**config.mk**
```make
export PLATFORM = sky130hd
export DESIGN_NAME = multi_input_hysteresis_debouncer
export DESIGN_NICKNAME = d
export VERILOG_FILES = /design/src/hw/rtl/mihd_pkg.sv /design/src/hw/rtl/mihd_cfg_regs.sv /design/src/hw/rtl/mihd_lane.sv /design/src/hw/rtl/multi_input_hysteresis_debouncer.sv
export SDC_FILE = /design/constraint.sdc
export NUM_CORES = 1
export LEC_CHECK = 0
export ABC_AREA = 1
export ABC_CLOCK_PERIOD_IN_PS = 6400
export BUFFER_PORTS_ARGS = -buffer_cell sky130_fd_sc_hd__buf_2
export CORE_ASPECT_RATIO = 0.75
export CORE_MARGIN = 2
export CORE_UTILIZATION = 37
export CTS_CLUSTER_DIAMETER = 150
export DETAILED_ROUTE_END_ITERATION = 16
export GPL_ROUTABILITY_DRIVEN = 1
export PLACE_DENSITY = 0.61
export SLEW_MARGIN = 10
export SYNTH_ARGS = -nofsm -noshare
export SYNTH_HDL_FRONTEND = slang
export SYNTH_SLANG_ARGS = --single-unit
```
**constraint.sdc**
```tcl
create_clock -name clk -period 6.4 [get_ports clk]
set_input_delay 0.64 -clock clk [delete_from_list [all_inputs] [get_ports clk]]
set_output_delay 0.64 -clock clk [all_outputs]
set_load 0.02 [all_outputs]
```
**src/hw/rtl/mihd_pkg.sv**
```systemverilog
// Shared constants and types of the multi-input hysteresis debouncer.
package mihd_pkg;

	// Sizing of the sensor array
	localparam int NUM_SENSORS = 16;
	localparam int COUNT_BITS  = 4;
	localparam int NIB_W       = 4;
	localparam int DATA_W      = 16;
	localparam int CFG_W       = 64;
	localparam int CFG_IDX_W   = 2;

	// Configuration register indexes
	localparam logic [CFG_IDX_W-1:0] REG_COUNT_LIMITS   = 2'd0;
	localparam logic [CFG_IDX_W-1:0] REG_ON_THRESHOLDS  = 2'd1;
	localparam logic [CFG_IDX_W-1:0] REG_OFF_THRESHOLDS = 2'd2;
	localparam logic [CFG_IDX_W-1:0] REG_INVERT_MASK    = 2'd3;

	typedef logic [COUNT_BITS-1:0] count_t;

	// Full register set as seen by the datapath
	typedef struct packed {
		logic [CFG_W-1:0]  count_limits;
		logic [CFG_W-1:0]  on_thresholds;
		logic [CFG_W-1:0]  off_thresholds;
		logic [DATA_W-1:0] invert_mask;
	} cfg_regs_t;

	// Per-sensor slice of the register set
	typedef struct packed {
		count_t limit;
		count_t on_thr;
		count_t off_thr;
	} lane_cfg_t;

endpackage

```
**src/hw/rtl/mihd_cfg_regs.sv**
```systemverilog
// Configuration register file of the debouncer.
module mihd_cfg_regs (
	input  logic                          clk,
	input  logic                          arst_n,
	input  logic                          cfg_valid,
	output logic                          cfg_ready,
	input  logic [mihd_pkg::CFG_IDX_W-1:0] cfg_index,
	input  logic [mihd_pkg::CFG_W-1:0]     cfg_data,
	output mihd_pkg::cfg_regs_t           regs
);

	mihd_pkg::cfg_regs_t regs_q;

	// Writes are taken in any cycle
	assign cfg_ready = 1'b1;

	// Register write decode
	always_ff @(posedge clk or negedge arst_n) begin
		if (!arst_n) begin
			regs_q <= '0;
		end else if (cfg_valid) begin
			case (cfg_index)
				mihd_pkg::REG_COUNT_LIMITS:   regs_q.count_limits   <= cfg_data;
				mihd_pkg::REG_ON_THRESHOLDS:  regs_q.on_thresholds  <= cfg_data;
				mihd_pkg::REG_OFF_THRESHOLDS: regs_q.off_thresholds <= cfg_data;
				mihd_pkg::REG_INVERT_MASK:
					regs_q.invert_mask <= cfg_data[mihd_pkg::DATA_W-1:0];
				default: ;
			endcase
		end
	end

	assign regs = regs_q;

endmodule

```
**src/hw/rtl/mihd_lane.sv**
```systemverilog
// One sensor's integrating counter and hysteresis flag.
module mihd_lane (
	input  logic                clk,
	input  logic                arst_n,
	input  logic                advance,
	input  logic                raw,
	input  mihd_pkg::lane_cfg_t lcfg,
	output logic                flag_next
);

	mihd_pkg::count_t count_q;
	mihd_pkg::count_t count_n;
	logic             flag_q;

	// Saturating up/down count and threshold compare
	always_comb begin
		count_n   = count_q;
		flag_next = flag_q;
		if (raw) begin
			if (count_q < lcfg.limit) begin
				count_n = count_q + 1'b1;
			end
			if (count_n >= lcfg.on_thr) begin
				flag_next = 1'b1;
			end
		end else begin
			if (count_q != '0) begin
				count_n = count_q - 1'b1;
			end
			if (count_n <= lcfg.off_thr) begin
				flag_next = 1'b0;
			end
		end
	end

	// State update, once per request leaving the input stage
	always_ff @(posedge clk or negedge arst_n) begin
		if (!arst_n) begin
			count_q <= '0;
			flag_q  <= 1'b0;
		end else if (advance) begin
			count_q <= count_n;
			flag_q  <= flag_next;
		end
	end

	// State only moves with a request
	a_hold: assert property (@(posedge clk) disable iff (!arst_n)
		!advance |=> ($stable(count_q) && $stable(flag_q)))
		else $error("lane state changed without a request");

	// A high sample below the limit counts up by exactly one
	a_count_up: assert property (@(posedge clk) disable iff (!arst_n)
		(advance && raw && (count_q < lcfg.limit)) |=> (count_q == $past(count_q) + 1'b1))
		else $error("lane counter did not step up");

	// A low sample at zero count always clears the flag
	a_clear_at_zero: assert property (@(posedge clk) disable iff (!arst_n)
		(advance && !raw && (count_q == '0)) |=> !flag_q)
		else $error("flag still set at zero count");

endmodule

```
**src/hw/rtl/multi_input_hysteresis_debouncer.sv**
```systemverilog
// Top level of the multi-input hysteresis debouncer.
//
//  channel   dir   handshake              payload
//  s_*       in    s_tvalid / s_tready    s_tdata[15:0]   raw_levels
//  m_*       out   m_tvalid / m_tready    m_tdata[15:0]   filtered_levels
//  cfg_*     in    cfg_valid / cfg_ready  cfg_index[1:0], cfg_data[63:0]
//
// One request per cycle unless m_tready stalls; m_tvalid rises once the result register is loaded.
// The input register feeds all sensor lanes in parallel, the result register holds the output.
// arst_n clears all counters, flags, config registers and valid bits; everything passes raw levels.
// A stalled output keeps the input register full; s_tready drops only when both are held.
// cfg_ready is always high.
module multi_input_hysteresis_debouncer (
	input  logic                           clk,
	input  logic                           arst_n,
	input  logic                           s_tvalid,
	output logic                           s_tready,
	input  logic [mihd_pkg::DATA_W-1:0]    s_tdata,   // [15:0] raw_levels
	output logic                           m_tvalid,
	input  logic                           m_tready,
	output logic [mihd_pkg::DATA_W-1:0]    m_tdata,   // [15:0] filtered_levels
	input  logic                           cfg_valid,
	output logic                           cfg_ready,
	input  logic [mihd_pkg::CFG_IDX_W-1:0] cfg_index,
	input  logic [mihd_pkg::CFG_W-1:0]     cfg_data
);

	mihd_pkg::cfg_regs_t         regs;
	logic                        valid_s1;
	logic [mihd_pkg::DATA_W-1:0] raw_s1;
	logic                        valid_s2;
	logic [mihd_pkg::DATA_W-1:0] result_s2;
	logic [mihd_pkg::DATA_W-1:0] flags_next;
	logic                        advance;

	mihd_cfg_regs u_cfg (
		.clk       (clk),
		.arst_n    (arst_n),
		.cfg_valid (cfg_valid),
		.cfg_ready (cfg_ready),
		.cfg_index (cfg_index),
		.cfg_data  (cfg_data),
		.regs      (regs)
	);

	// Stage handshake
	assign advance  = valid_s1 && (!valid_s2 || m_tready);
	assign s_tready = !valid_s1 || advance;

	// Input register
	always_ff @(posedge clk or negedge arst_n) begin
		if (!arst_n) begin
			valid_s1 <= 1'b0;
		end else if (s_tready) begin
			valid_s1 <= s_tvalid;
		end
	end

	always_ff @(posedge clk) begin
		if (s_tready && s_tvalid) begin
			raw_s1 <= s_tdata;
		end
	end

	// Sensor lanes; unused positions read as zero
	for (genvar i = 0; i < mihd_pkg::DATA_W; i++) begin : g_lane
		if (i < mihd_pkg::NUM_SENSORS) begin : g_used
			mihd_pkg::lane_cfg_t lcfg;
			assign lcfg.limit   =
				regs.count_limits[i*mihd_pkg::NIB_W +: mihd_pkg::COUNT_BITS];
			assign lcfg.on_thr  =
				regs.on_thresholds[i*mihd_pkg::NIB_W +: mihd_pkg::COUNT_BITS];
			assign lcfg.off_thr =
				regs.off_thresholds[i*mihd_pkg::NIB_W +: mihd_pkg::COUNT_BITS];

			mihd_lane u_lane (
				.clk       (clk),
				.arst_n    (arst_n),
				.advance   (advance),
				.raw       (raw_s1[i]),
				.lcfg      (lcfg),
				.flag_next (flags_next[i])
			);
		end else begin : g_unused
			assign flags_next[i] = 1'b0;
		end
	end

	// Result register
	always_ff @(posedge clk or negedge arst_n) begin
		if (!arst_n) begin
			valid_s2 <= 1'b0;
		end else if (advance) begin
			valid_s2 <= 1'b1;
		end else if (m_tready) begin
			valid_s2 <= 1'b0;
		end
	end

	always_ff @(posedge clk) begin
		if (advance) begin
			result_s2 <= flags_next ^ (regs.invert_mask &
				mihd_pkg::DATA_W'((1 << mihd_pkg::NUM_SENSORS) - 1));
		end
	end

	assign m_tvalid = valid_s2;
	assign m_tdata  = result_s2;

endmodule

```
After elaboration in Yosys (flattened, before gate mapping). Index checks and enable logic that the tools add are counted.

Add/subtract/negate cells: 32. Order comparisons: 48. Equal/unequal tests: 3. Mux-type cells: 130. Bitwise logic cells: 1. Reduce and logical (&&, ||, !) cells: 28.

Operator list (number): 4-bit 2-to-1 mux (80); 4-bit by 1-bit adder with 4-bit output, second input constant (16); 4-bit greater-or-equal comparator (16); 4-bit <= comparator (16); 4-bit < comparator (16); 4-bit nonzero test (16); 4-bit by 1-bit subtractor with 4-bit output, second input constant (16); 1-bit 2-to-1 mux (50); 16-bit bitwise XOR (1); 2-bit AND reduction (4); 2-bit equality test, second input constant (2); 2-bit by 1-bit equality test with 1-bit output, second input constant (1); 1-bit logical AND (2); 1-bit logical NOT (2); 2-bit logical NOT (1); 1-bit logical OR (2); 2-bit nonzero test (1).

Flip-flop bits (word level): 322. Output and inout bits: 19. Word-level logic and storage cells: 282.

Logic depth before layout (Yosys ltp). Gate-level depths: netlist of the first run.

Word-level depth: 7. Depth in mapped cells: 17.

Cells and area by module. Synthesis of the first run repeated with hierarchy kept, for this count alone.

Cells, all modules: 2951. Area, all modules: 21842.2 sq um.

Modules (own cells, without submodules): mihd_lane (times used 16, cells an instance 123, area each 758.2 sq um, sequential area each 125.1 sq um); mihd_cfg_regs (times used 1, cells an instance 923, area each 8514.4 sq um, sequential area each 5205.0 sq um); multi_input_hysteresis_debouncer (times used 1, cells an instance 60, area each 1196.1 sq um, sequential area each 1011.0 sq um).

Worst setup path before layout of the first run. Ideal clock, no wire load.

Kind: register to register. From: reg g_lane[11].g_used.u_lane.count_q[3]. To: reg result_s2 (netlist bit m_tdata[11]), data pin. Library setup time: 252 ps. Arrival: 2096 ps. Data required time: 6148 ps. Slack: 4052 ps. Cell stages (with the launch flop): 15. Period minus slack after synthesis: 2348 ps. Path through: dfrtp_1 > ha_1 > a21oi_1 > and2_1 > nand2_1 > nand2_1 > nand2_1 > ha_1 > nand2_1 > o21bai_1 > nand4_1 > nand2_1 > nand2_1 > nand2_1 > nand2_1.

Cells in the longest elaborated chain, start to end: 7.

RTL lines: from (decl) (RTL line mihd_lane.sv:11) `mihd_pkg::count_t count_q;`; from (signal assigned) (RTL line mihd_lane.sv:42) `count_q <= count_n;`; 4-bit by 1-bit subtractor with 4-bit output (tied with other cells) (RTL line mihd_lane.sv:28) `count_n = count_q - 1'b1;`; 4-bit 2-to-1 mux (on tied branches) (RTL line mihd_lane.sv:27, mihd_lane.sv:20); 4-bit 2-to-1 mux (RTL line mihd_lane.sv:19) `if (raw) begin`; 4-bit <= comparator / 4-bit greater-or-equal comparator (equally long branches) (RTL line mihd_lane.sv:30, mihd_lane.sv:23); 1-bit 2-to-1 mux (on tied branches) (RTL line mihd_lane.sv:30, mihd_lane.sv:23); 1-bit 2-to-1 mux (*) (RTL line mihd_lane.sv:19); 16-bit bitwise XOR (*) (RTL line multi_input_hysteresis_debouncer.sv:102) `result_s2 <= flags_next ^ (regs.invert_mask &`; to (signal assigned) (RTL line multi_input_hysteresis_debouncer.sv:102); to (decl) (RTL line multi_input_hysteresis_debouncer.sv:32) `logic [mihd_pkg::DATA_W-1:0] result_s2;`.

Every way passes the cells marked *; elsewhere a longest branch is shown, timed or not. The select of a mux whose other input is x is not followed. A chain may end at the register's enable or synchronous reset.

Final worst setup path of the first run.
From: reg g_lane[13].g_used.u_lane.count_q[3]. To: reg result_s2 (netlist bit m_tdata[13]), data pin.

Cells in the longest elaborated chain, start to end: 7.

RTL lines (RTL line): from (decl) (mihd_lane.sv:11); from (signal assigned) (mihd_lane.sv:42); 4-bit by 1-bit subtractor with 4-bit output (tied with other cells) (mihd_lane.sv:28); 4-bit 2-to-1 mux (on tied branches) (mihd_lane.sv:27, mihd_lane.sv:20); 4-bit 2-to-1 mux (mihd_lane.sv:19); 4-bit <= comparator / 4-bit greater-or-equal comparator (equally long branches) (mihd_lane.sv:30, mihd_lane.sv:23); 1-bit 2-to-1 mux (on tied branches) (mihd_lane.sv:30, mihd_lane.sv:23); 1-bit 2-to-1 mux (*) (mihd_lane.sv:19); 16-bit bitwise XOR (*) (multi_input_hysteresis_debouncer.sv:102).

Marks and branches as above.

==> results.md, run 1 <==
Finish:
- The net count reported at finish is 3,133.
- The number of diodes is 0.
- The share of post-route cells with drive strength above 1 is 8.96%.
- The synthesis-to-finish area growth is 11.7%.
- The final cell count without fillers is 3,589.

Timing:
- The normalized max-slew margin is 32.4%.
- The final count of negative-setup-slack endpoints is 0.
- The final critical delay including setup and external delays is 2.64 ns.
- The number of hold violations in the final report is 0.
- Across the routed clock network, the largest skew measured is 0.0167 ns.
- The post-route clock period utilization is 41.2%.
- Setup repair after global routing left no endpoint under its margin.
- The slew of the pin with the lowest slew margin is 1.01 ns.
- Based on the critical path, the design can be clocked at up to 0.379 GHz.
- The max-slew violation count is 0.
- The final sum of negative setup slack is 0 ns.

Critical path:
- STA classifies the critical path endpoint as a flip-flop.
- The worst-path maximum fanout is 5.
- The worst-case register-to-register setup slack is 3.76 ns.
- The worst setup path is launched from a flip-flop.
- In this design, the critical path's most frequently occurring cell is nand2_1.
- The kind of cell with the highest combined delay along the critical path is simple AND/OR/NAND/NOR gates.
- Data on the critical path arrives at its endpoint at 2.95 ns.
- On the worst path, the slowest cell contributes a delay of 0.44 ns.
- Traced cell by cell, the critical path runs through ha_1 -> a21oi_1 -> and2_1 -> nand2_1 -> nand2_1 -> nand2_1 -> ha_1 -> nand2_1 -> o21bai_1 -> nand4_1 -> nand2_1 -> nand2_1 -> nand2_1 -> nand2_1.
- The worst setup path is of the flip-flop to flip-flop kind.
- Data on the critical path is required at its endpoint by ~6.7 ns.
- The master of the slowest instance on the critical path is dfrtp_1.
- The count of buffer and inverter cells on the critical path is 0.

Synthesis:
- The per-instance average area after synthesis is 7.45 sq um.
- Counting every net in the synthesized netlist gives 3,055.
- The number of storage elements in the synthesis netlist is 322.
- The gate count after technology mapping is approximately 2,800.
- The netlist area before placement is about 21,000 sq um.
- After synthesis, the netlist uses 29 different library cells.
- The number of warning messages in the yosys log is 0.
- Sequential elements use 40.0% of the synthesized area.

Flow run:
- The number of maximum-capacitance violations is 0.

Global route:
- The wire length of the first global-routing pass is 83.2 mm.
- The total overflow reported by the global router is 0.
- The maximum number of pins on one net before global-route repair is 151.
- Global routing used between 15 and 20% of the available tracks across all layers.
- The number of antenna violations at the first check in global routing was 1.
- The via count of the first global-routing pass is 16,001.

Die:
- The floorplan step defined a die boundary enclosing 57,500 sq um.
- From left edge to right edge, the die measures 276 um.
- The overall die height is 208 um.
- around 110 I/O pins were placed.
- The floorplan has 74 rows.
- The floorplan step defined a core boundary enclosing 54,700 sq um.
- For this configuration, the core starts out at a cell density of 37.6%.

Route:
- The via-per-instance ratio is approximately 4.7.
- The count of nets left with antenna violations once routing finished came out at 0.
- The wire length after detailed routing is between 40 and 50 mm.
- The first-iteration detailed-routing DRC count is 1,032.
- The detailed-route via count is 16,909.
- The average routed wire per standard cell is 13.7 um.
- The number of iterations in the first detailed-routing pass is 5.
- The DRC violations left is 0.

Clocking:
- The post-CTS clock slew at the launch and capture registers of the worst setup and hold paths is 0.06 ns.
- The clock tree from TritonCTS is done.
- The tree built by TritonCTS fans out to 322 sinks.
- Hold repair after CTS inserted 0 buffers.
- Clock tree synthesis inserted a total of 38 buffers.
- The post-CTS resize count is 0.
- After clock tree synthesis, the setup repair step added 0 buffers.
- The H-tree was split into 2 levels.
- The number of buffers between clock root and the deepest sink is 3.
- The source-to-sink clock delay at the later pin of the worst-skew pair is 0.56 ns.
- The clock root buffer is clkbuf_16.

Power and ir drop:
- The peak supply drop is 0.000191 V.
- The reported leakage power is roughly 13 nW.
- Dividing total power by cell area gives a power density of 491 nW/um^2.

Min path:
- The path class of the tightest hold or removal check is primary input to async pin.

Placed design:
- The placed wire-length estimate is 34.6 mm.
- The final weighted congestion in routability-driven placement is between 0.8 and 0.9.
- Including well taps, the total number of placed cells is about 3,500.
- Input and output buffers added on the ports amount to 104.

Status:
- The run finished with clean final reports.
[sequential cells by signal, indices dropped and copies added, names as in the netlist]
| signal | count |
|---|---|
| raw_s1 | 16 |
| g_lane.g_used.u_lane.flag_q | 16 |
| m_tvalid | 1 |
| u_cfg.regs | 208 |
| valid_s1 | 1 |
| g_lane.g_used.u_lane.count_q | 64 |
| m_tdata | 16 |
[metal layers]
metal	vias to the layer above	part of all wire, %	track usage, %
met5	-	0.028	0
met4	2	2.1	4.54
met3	62	3.7	2.55
met2	267	40	25.4
met1	7590	54	27.0
li1	8988	-	-
[power breakdown]
part | switching [mW] | internal [mW]
sequential | 0.650 | 2.62
clock | 0.907 | 1.23
combinational | 3.56 | 2.29
[Yosys cell counts]
cell type    n  area, sq um
nor2_2      11         68.8
nand3_1    186          931
a21oi_1    115          576
nand2_2     44          275
conb_1       1         3.75
nand3b_1     1         7.51
o21bai_1    16          120
xnor2_1      1         8.76
buf_2       23          115
inv_1      480         1800
ha_1       208         2600
edfxtp_1    32          961
nor2_1      59          221
nand3_2      4         40.0
nand2_1    791         2970
buf_4        8         60.1
clkbuf_2    10         50.1
o21ai_2      1         8.76
buf_6        1         11.3
dfrtp_1    290         7260
or2_1        1         6.26
nor3_1      10         50.1
and2_1      31          194
a21oi_2      1         8.76
nand4_1     78          488
inv_2       19         71.3
o21ai_1     15         75.1
clkbuf_1    33          124
o21ai_0    290         1450
[through the flow]
step | power, mW | instance area (sq um) | worst slack, ns | hold slack (ns) | util (%)
after detailed placement | 9.13 | 21700 | 3.60 | 0.473 | 39.7
after floorplan | 7.73 | 20600 | 4.05 | 0.344 | -
after global placement | 9.09 | 21700 | 3.67 | 0.466 | 39.7
final | 11.3 | 23000 | 3.76 | 0.0886 | 42.0
after CTS | 11.4 | 23000 | 3.77 | 0.0904 | 42.0
after global routing | 12.6 | 23000 | 3.51 | 0.133 | 42.0
[cells in the final DEF (no fill, tap or decap), types with 32 or more instances in the layout]
cell type and count:
dfrtp_1 290, nor2_1 59, buf_2 103, a21oi_1 115
nand2_2 43, nand2_1 789, nand4_1 78, ha_1 208
o21ai_0 290, inv_1 480, clkbuf_16 39, edfxtp_1 32
nand3_1 185
[kinds of logic after synthesis]
| kind of cell | Yosys count | share of synthesized area [%] |
|---|---|---|
| XOR/XNOR | 1 | 0.0426 |
| AO/OA/AOI/OAI | 438 | 10.9 |
| other | 1 | 0.0182 |
| flip-flops | 322 | 40.0 |
| buffers and inverters | 574 | 10.9 |
| AND/OR/NAND/NOR | 1216 | 25.5 |
| adder cells (fa/ha/maj) | 208 | 12.7 |
[path summary, 6_finish.rpt]
check / start / endpoint / cells past startpoint
worst max register to register: g_lane[13].g_used.u_lane.count_q[3] / m_tdata[13] / 14
worst min-delay path: arst_n / g_lane[14].g_used.u_lane.count_q[3] / 1
worst max-delay path: g_lane[13].g_used.u_lane.count_q[3] / m_tdata[13] / 14
worst min register to register: u_cfg.regs[175] / u_cfg.regs[175] / 2
min in group clk: s_tdata[15] / raw_s1[15] / 1
max in group asynchronous: arst_n / u_cfg.regs[53] / 2
[layout make-up]
| type | count | area [sq um] |
|---|---|---|
| tap | 722 | 903 |
| multi-input combinational | 1864 | 10100 |
| inverter | 499 | 1880 |
| clock inverter | 22 | 175 |
| clock buffer | 47 | 1040 |
| timing repair buffer | 113 | 611 |
| fill | 5611 | 31800 |
| sequential | 322 | 8220 |
Note: power is estimated with default switching activity, not from simulation.
==> run 2, diff against run 1 <==
- ABC_CLOCK_PERIOD_IN_PS: 6400 -> 2470
- clock period: 6.4 -> 2.47 ns (I/O delays scaled with it)
==> results.md, run 2 (synthesis results as in run 1) <==
Status:
- Result of the run: finished, final reports clean (unchanged).

Critical path:
- The worst reg2reg path startpoint was g_lane[2].g_used.u_lane.count_q[1] (was g_lane[13].g_used.u_lane.count_q[3]).
- The endpoint type of the worst setup path is a flip-flop (unchanged).
- The startpoint kind of the worst setup timing path is a flip-flop (unchanged).
- The required time of the critical path is 2.79 ns (was 6.71 ns).
- The capture instance of the worst register-to-register path is m_tdata[2] (was m_tdata[13]).
- The master of the slowest instance on the critical path is dfrtp_1 (unchanged).
- Cells along the critical path: ha_1 -> nand2_1 -> nand2_1 -> nand2_2 -> nand2_2 -> nand2_1 -> and2_1 -> ha_1 -> inv_1 -> nor2_1 -> o21bai_1 -> nand4_1 -> nand2_1 -> nand2_1 -> nand2_1 -> nand2_1 (was ha_1 -> a21oi_1 -> and2_1 -> nand2_1 -> nand2_1 -> nand2_1 -> ha_1 -> nand2_1 -> o21bai_1 -> nand4_1 -> nand2_1 -> nand2_1 -> nand2_1 -> nand2_1).
- The worst-case register-to-register setup slack is 0.11 ns (was 3.76 ns).
- The endpoint arrival time on the critical path is 2.69 ns (was 2.95 ns).
- The critical path's most frequent cell was nand2_1 (unchanged).
- The highest cell delay on the worst timing path is 0.44 ns (about the same).
- The category of the critical setup timing path is flip-flop to flip-flop (unchanged).
- The number of cells on the worst reg-to-reg path is 16 (was 14).
- The worst-path maximum fanout is 6 (was 5).

Finish:
- The share of post-route cells with drive strength above 1 is 17.8% (was 8.96%).
- The net count reported at finish is 3,315 (was 3,133).
- The combined flip-flop and latch cell area came to 8230 sq um (was 8220 sq um).
- The most frequent standard cell in the layout excluding fill and tap cells is nand2_1 (unchanged).
- The number of diodes is 0 (unchanged).
- The final instance area is 25,800 sq um (was 23,000 sq um).
- Top library cells by usage in the layout, fill and taps aside: nand2_1, inv_1, o21ai_0, dfrtp_1, nand3_1 (was nand2_1, inv_1, o21ai_0, dfrtp_1, ha_1).
- The share of the core filled with cells was 47.2% (was 42.0%).
- The area taken by multi-input logic gates was 11,200 sq um (was 10,100 sq um).
- The flip-flop count of the largest register after layout is 208 (unchanged).
- The synthesis-to-finish area growth came to 25.5% (was 11.7%).
- The number of inserted filler cells in the final layout is 5,312 (was 5,611).

Power and ir drop:
- The relative contribution of combinational cells to total power was 58.9% (was 52.0%).
- The clock network fraction of total power is 17.8% (was 19.0%).
- The peak supply drop is 0.000578 V (was 0.000191 V).
- The power density relative to cell area is 1310 nW/um^2 (was 491 nW/um^2).
- The switching component of the power is 14.7 mW (was 5.12 mW).
- The reported leakage power is 13.6 nW (was 12.5 nW).
- The sequential fraction of design power is 23.3% (was 29.0%).
- The cell internal power dissipation is 19.1 mW (was 6.14 mW).
- The switching part of the total is 43.5% (was 45.5%).

Die:
- The core box area is 54,700 sq um (unchanged).
- The overall die height is 208 um (unchanged).
- The area enclosed by the die boundary was 57,500 sq um (unchanged).
- The number of top-level pins came to 106 (unchanged).
- The count of standard-cell rows is 74 (unchanged).
- The starting utilization of the core area is 37.6% (unchanged).
- The width of the die is 276 um (unchanged).

Clocking:
- The clock tree from TritonCTS is done (unchanged).
- The number of buffers between clock root and the deepest sink came to 3 (unchanged).
- The total clock sinks is 322 (unchanged).
- The total number of H-tree levels came to 2 (unchanged).
- The source-to-sink clock delay at the later pin of the worst-skew pair is 0.56 ns (about the same).
- The post-CTS clock slew at the launch and capture registers of the worst setup and hold paths is 0.06 ns (about the same).
- The clock root buffer is clkbuf_16 (unchanged).
- The clock buffer count from CTS is 39 (was 38).

Timing:
- The fmax is 0.423 GHz (was 0.379 GHz).
- The number of hold violations in the final report was 0 (unchanged).
- The worst clock skew on the final layout came to 0.0121 ns (was 0.0167 ns).
- The slew of the pin with the lowest slew margin is 0.636 ns (was 1.01 ns).
- The max-slew violation count was 0 (unchanged).
- The final count of negative-setup-slack endpoints is 0 (unchanged).
- The final critical delay including setup and external delays is 2.36 ns (was 2.64 ns).
- The normalized max-slew margin is 57.6% (was 32.4%).
- Unrepaired setup endpoints after global routing: true (was false).
- The post-route clock period utilization is 95.7% (was 41.2%).

Placed design:
- The area of placed instances is 22,500 sq um (was 21,700 sq um).
- The placed wire-length estimate is 36.7 mm (was 34.6 mm).
- The final weighted congestion in routability-driven placement is 0.883 (was 0.874).
- The quantity of I/O buffers inserted on ports came to 104 (unchanged).

Route:
- The first-iteration detailed-routing DRC count is 1,172 (was 1,032).
- The via-per-instance ratio is 4.74 (was 4.71).
- The detailed-route via count is 17,888 (was 16,909).
- The average routed wire per standard cell was 14.0 um (was 13.7 um).
- The DRC violations left was 0 (unchanged).
- The number of iterations in the first detailed-routing pass is 5 (unchanged).
- The wire length after detailed routing is 52.8 mm (was 49.3 mm).
- The remaining antenna violation count is 0 (unchanged).

Min path:
- The worst hold path terminates at u_cfg.regs[79].
- The classification of the worst-slack hold path is primary input to flip-flop (was primary input to async pin).
- The worst hold path passes through 3 cells.
- The worst hold path startpoint is cfg_data[63].

Global route:
- The via count of the first global-routing pass is 16,801 (was 16,001).
- The number of antenna violations at the first check in global routing is 0 (was 1).
- The wire length of the first global-routing pass is 86.3 mm (was 83.2 mm).
- The total overflow reported by the global router is 0 (unchanged).
- The overall track demand over capacity in global routing came to 18.2% (was 17.5%).
- The maximum number of pins on one net before global-route repair is 70 (was 151).

Flow run:
- The number of maximum-capacitance violations came to 0 (unchanged).
run 2: cell type report:
type	count	share of cell area [%]
multi-input cells	1864	43.4
inverters	499	7.28
clock inverters	20	0.965
repair buffers	294	8.80
well taps	722	3.50
flip-flops and latches	322	31.9
clock buffers	51	4.19
run 2: power by group through the flow:
stage | Sequential, mW | Combinational [mW] | Clock (mW)
after floorplan | 8.13 | 11.9 | 0
after global placement | 7.86 | 16.5 | 0
after detailed placement | 7.88 | 16.7 | 0
after CTS | 7.81 | 16.8 | 6.21
after global routing | 8.06 | 23.2 | 6.43
final | 7.88 | 19.9 | 6.03
run 2: how the worst max path moves through the flow:
stage	start	endpoint	slack, ns	cells after the start
5_1_grt	g_lane[4].g_used.u_lane.count_q[1]	m_tdata[4]	-0.07	16
3_3_place_gp	g_lane[13].g_used.u_lane.count_q[3]	m_tdata[13]	0.02	14
6_report	g_lane[2].g_used.u_lane.count_q[1]	m_tdata[2]	0.11	16
4_1_cts	g_lane[13].g_used.u_lane.count_q[3]	m_tdata[13]	0.002	14
3_5_place_dp	g_lane[15].g_used.u_lane.count_q[3]	m_tdata[15]	-0.03	14
2_1_floorplan	g_lane[11].g_used.u_lane.count_q[3]	m_tdata[11]	0.12	14
run 2: stage by stage:
| stage | hold WS, ns | total power [mW] | worst slack [ns] | setup TNS, ns | cells |
|---|---|---|---|---|---|
| after global routing | 0.0282 | 37.6 | -0.0661 | -0.156 | 3772 |
| after floorplan | -0.0486 | 20.0 | 0.122 | 0 | 2760 |
| after detailed placement | 0.186 | 24.5 | -0.0274 | -0.0274 | 3601 |
| after global placement | 0.185 | 24.4 | 0.0223 | 0 | 3601 |
| after CTS | 0.00652 | 30.8 | 0.00186 | 0 | 3734 |
| final | 0.0336 | 33.8 | 0.106 | 0 | 3772 |
run 2: metal layers:
| layer | vias to the layer above | global-route usage [%] | part of all wire [%] |
|---|---|---|---|
| li1 | 9369 | - | - |
| met1 | 8165 | 27.6 | 52 |
| met2 | 303 | 27.4 | 43 |
| met3 | 51 | 2.49 | 3.7 |
| met4 | 0 | 3.94 | 1.6 |
| met5 | - | 0 | 0 |
run 2: worst max-delay path, delay by kind of cell, from the launching register on:
family / cells / cell delay, ns
DFF: 1 / 0.44
and+or+nand+nor: 12 / 0.91
buffers and inverters: 1 / 0.06
adders and majority gates: 2 / 0.59
AOI/OAI and AO/OA: 1 / 0.11
run 2: what timing repair did:
item / in CTS / in global routing
hold buffers: 62 / 0
gates resized for setup: 1 / 191
buffers inserted: 0 / 38
setup endpoints to repair: 1 / 28
endpoints found under the hold margin: 242 / 0
pin swaps: 0 / 103
==> run 3, diff against run 2 <==
- BUFFER_PORTS_ARGS: -buffer_cell sky130_fd_sc_hd__buf_2 -> -buffer_cell sky130_fd_sc_hd__buf_4
- CORE_UTILIZATION: 37 -> 27
- PLACE_DENSITY: 0.61 -> 0.5
==> results.md, run 3 (synthesis results as in run 1) <==
Status:
- Result of the run: finished, final reports clean (unchanged).

Timing:
- The normalized max-slew margin is 50.6% (was 57.6%).
- The post-layout worst setup margin is 0.124 ns (was 0.106 ns).
- The max-slew violation count is 0 (unchanged).
- The fmax was 0.426 GHz (was 0.423 GHz).
- The worst clock skew on the final layout is 0.0223 ns (was 0.0121 ns).
- The final critical delay including setup and external delays was 2.35 ns (was 2.36 ns).
- The final count of negative-setup-slack endpoints is 0 (unchanged).
- Unrepaired setup endpoints after global routing: true (unchanged).
- The post-route clock period utilization came to 95.0% (was 95.7%).
- The slew of the pin with the lowest slew margin is 0.741 ns (was 0.636 ns).
- The final hold slack is 0.0313 ns (was 0.0336 ns).
- The number of hold violations in the final report is 0 (unchanged).

Power and ir drop:
- The switching part of the total is 43.4% (was 43.5%).
- The clock network fraction of total power came to 18.5% (was 17.8%).
- The reported leakage power is 13.8 nW (was 13.6 nW).
- The power density relative to cell area is 1280 nW/um^2 (was 1310 nW/um^2).
- The peak supply drop came to 0.000501 V (was 0.000578 V).
- The relative contribution of combinational cells to total power is 58.1% (was 58.9%).
- The sequential fraction of design power came to 23.4% (was 23.3%).
- The cell internal power dissipation is 19.1 mW (about the same).
- The switching component of the power is 14.6 mW (was 14.7 mW).

Finish:
- The number of inserted filler cells in the final layout was 7,915 (was 5,312).
- The synthesis-to-finish area growth came to 28.5% (was 25.5%).
- The final cell count without fillers came to 4,093 (was 3,772).
- The combined flip-flop and latch cell area came to 8230 sq um (unchanged).
- The share of post-route cells with drive strength above 1 is 16.7% (was 17.8%).
- Top library cells by usage in the layout, fill and taps aside: nand2_1, inv_1, o21ai_0, dfrtp_1, buf_4 (was nand2_1, inv_1, o21ai_0, dfrtp_1, nand3_1).
- The flip-flop count of the largest register after layout was 208 (unchanged).
- The area taken by multi-input logic gates is 11,000 sq um (was 11,200 sq um).
- The most frequent standard cell in the layout excluding fill and tap cells is nand2_1 (unchanged).
- The net count reported at finish is 3,334 (was 3,315).

Critical path:
- The category of the critical setup timing path is flip-flop to flip-flop (unchanged).
- The count of buffer and inverter cells on the critical path is 1 (unchanged).
- The startpoint kind of the worst setup timing path is a flip-flop (unchanged).
- The required time of the critical path is 2.80 ns (was 2.79 ns).
- The critical path's most frequent cell was nand2_1 (unchanged).
- The worst-path maximum fanout is 5 (was 6).
- The endpoint arrival time on the critical path is 2.68 ns (was 2.69 ns).
- The highest cell delay on the worst timing path is 0.45 ns (was 0.44 ns).
- The master of the slowest instance on the critical path is dfrtp_2 (was dfrtp_1).
- The endpoint type of the worst setup path was a flip-flop (unchanged).
- The kind of cell with the highest combined delay on the critical path is simple AND/OR/NAND/NOR gates (unchanged).
- Cells along the critical path: ha_4 -> nand2_1 -> nand2_1 -> nand2_2 -> nand2_4 -> nand2_2 -> and2_1 -> ha_1 -> inv_1 -> nor2_1 -> o21bai_1 -> nand4_1 -> nand2_1 -> nand2_1 -> nand2_1 -> nand2_1 (was ha_1 -> nand2_1 -> nand2_1 -> nand2_2 -> nand2_2 -> nand2_1 -> and2_1 -> ha_1 -> inv_1 -> nor2_1 -> o21bai_1 -> nand4_1 -> nand2_1 -> nand2_1 -> nand2_1 -> nand2_1).

Global route:
- The via count of the first global-routing pass came to 16,816 (was 16,801).
- The number of antenna violations at the first check in global routing is 3 (was 0).
- The maximum number of pins on one net before global-route repair is 129 (was 70).
- The overall track demand over capacity in global routing is 14.4% (was 18.2%).
- The wire length of the first global-routing pass is 90.7 mm (was 86.3 mm).
- The total overflow reported by the global router is 0 (unchanged).

Route:
- The remaining antenna violation count is 0 (unchanged).
- The DRC violations left is 0 (unchanged).
- The first-iteration detailed-routing DRC count came to 1,088 (was 1,172).
- The number of iterations in the first detailed-routing pass came to 5 (unchanged).
- The average routed wire per standard cell is 13.9 um (was 14.0 um).
- The detailed-route via count is 17,792 (was 17,888).
- The wire length after detailed routing is 56.7 mm (was 52.8 mm).
- The via-per-instance ratio is 4.35 (was 4.74).

Clocking:
- The clock tree from TritonCTS is done (unchanged).
- The clock buffer count from CTS is 39 (unchanged).
- The source-to-sink clock delay at the later pin of the worst-skew pair is 0.58 ns (was 0.56 ns).
- The post-CTS clock slew at the launch and capture registers of the worst setup and hold paths was 0.06 ns (about the same).
- The total number of H-tree levels is 2 (unchanged).
- The clock root buffer is clkbuf_16 (unchanged).
- The total clock sinks is 322 (unchanged).
- The number of buffers between clock root and the deepest sink was 3 (unchanged).

Placed design:
- The placed wire-length estimate is 39.5 mm (was 36.7 mm).
- The total instance count after detailed placement is 3,908 (was 3,601).
- The worst-case setup slack after placement is -0.0280 ns (was -0.0274 ns).
- The final weighted congestion in routability-driven placement came to 0.845 (was 0.883).
- The quantity of I/O buffers inserted on ports is 104 (unchanged).

Die:
- The overall die height is 243 um (was 208 um).
- The starting utilization of the core area is 27.3% (was 37.6%).
- The number of top-level pins is 106 (unchanged).
- The core box area is 75,200 sq um (was 54,700 sq um).
- The count of standard-cell rows is 87 (was 74).
- The area enclosed by the die boundary is 78,400 sq um (was 57,500 sq um).
- The width of the die is 323 um (was 276 um).

Min path:
- The classification of the worst-slack hold path was primary input to flip-flop (unchanged).

Flow run:
- The number of maximum-capacitance violations is 0 (unchanged).
==> run 3: changes by cell type in the layout (fill, tap and decap cells not counted), moves of 5 or more <==
| cell | delta |
|---|---|
| a21oi_2 | +5 |
| and2_1 | +5 |
| and2_4 | -5 |
| buf_2 | -103 |
| buf_4 | +110 |
| buf_6 | +5 |
| dlygate4sd3_1 | +8 |
| ha_1 | +7 |
| ha_4 | -8 |
| nand2_1 | +18 |
| nand2_2 | -13 |
| nand2_4 | -5 |
| nand3_1 | +6 |
| nand3_2 | -6 |
==> run 3: path summary, 6_finish.rpt <==
path / start / endpoint / slack, ns / depth (start not counted)
worst max-delay path: g_lane[14].g_used.u_lane.count_q[1] / m_tdata[14] / 0.12 / 16
worst min-delay path: cfg_data[3] / u_cfg.regs[83] / 0.03 / 3
worst max register to register: g_lane[14].g_used.u_lane.count_q[1] / m_tdata[14] / 0.12 / 16
worst min register to register: u_cfg.regs[62] / u_cfg.regs[62] / 0.48 / 2
max in group asynchronous: arst_n / u_cfg.regs[183] / 1.44 / 3
min in group asynchronous: arst_n / u_cfg.regs[143] / 0.22 / 2
==> run 3: metal layers <==
metal | vias to the layer above | track usage, % | wire (um) | share of wire (%)
met5 | - | 0 | 0 | 0
met4 | 0 | 3.86 | 1270 | 2.2
met3 | 72 | 2.04 | 2140 | 3.8
met2 | 260 | 21.0 | 23300 | 41
met1 | 8064 | 21.8 | 30000 | 53
li1 | 9396 | - | - | -
==> run 3: tightest hold or removal path: cells and delay by family <==
kind                   cells  cell delay [ns]
buffers and inverters      2             0.14
AOI/OAI and AO/OA          1             0.16
==> run 3: layout make-up <==
cell class / count / share of cell area (%)
inverter: 499 / 7.11
clock inverter: 15 / 0.748
timing repair buffer: 313 / 10.2
sequential: 322 / 31.1
multi-input combinational: 1864 / 41.5
antenna: 1 / 0.00947
tap: 1023 / 4.85
clock buffer: 56 / 4.45
==> run 3: metrics by stage <==
stage | total power [mW] | TNS [ns] | area [sq um] | utilization, %
6_report | 33.7 | 0 | 26400 | 35.1
5_1_grt | 37.4 | -0.159 | 26400 | 35.1
4_1_cts | 31.5 | 0 | 25200 | 33.6
3_5_place_dp | 25.0 | -0.0280 | 23200 | 30.8
3_3_place_gp | 24.9 | 0 | 23200 | 30.8
2_1_floorplan | 20.0 | 0 | 20600 | -
==> run 3: timing repair <==
| action | 4_1_cts | 5_1_grt |
|---|---|---|
| gates resized for setup | 1 | 146 |
| hold buffers | 70 | 0 |
| setup buffers | 0 | 43 |
| endpoints found under the hold margin | 231 | 0 |
| endpoints found under the setup margin | 1 | 27 |
| pin swaps | 0 | 63 |
==> run 3: power by group through the flow <==
stage                     clock network [mW]  registers, mW  logic, mW
after floorplan                            0           8.13       11.9
after detailed placement                   0           7.93       17.0
after global routing                    6.63           8.07       22.7
after CTS                               6.44           7.86       17.2
after global placement                     0           7.93       17.0
final                                   6.22           7.89       19.6
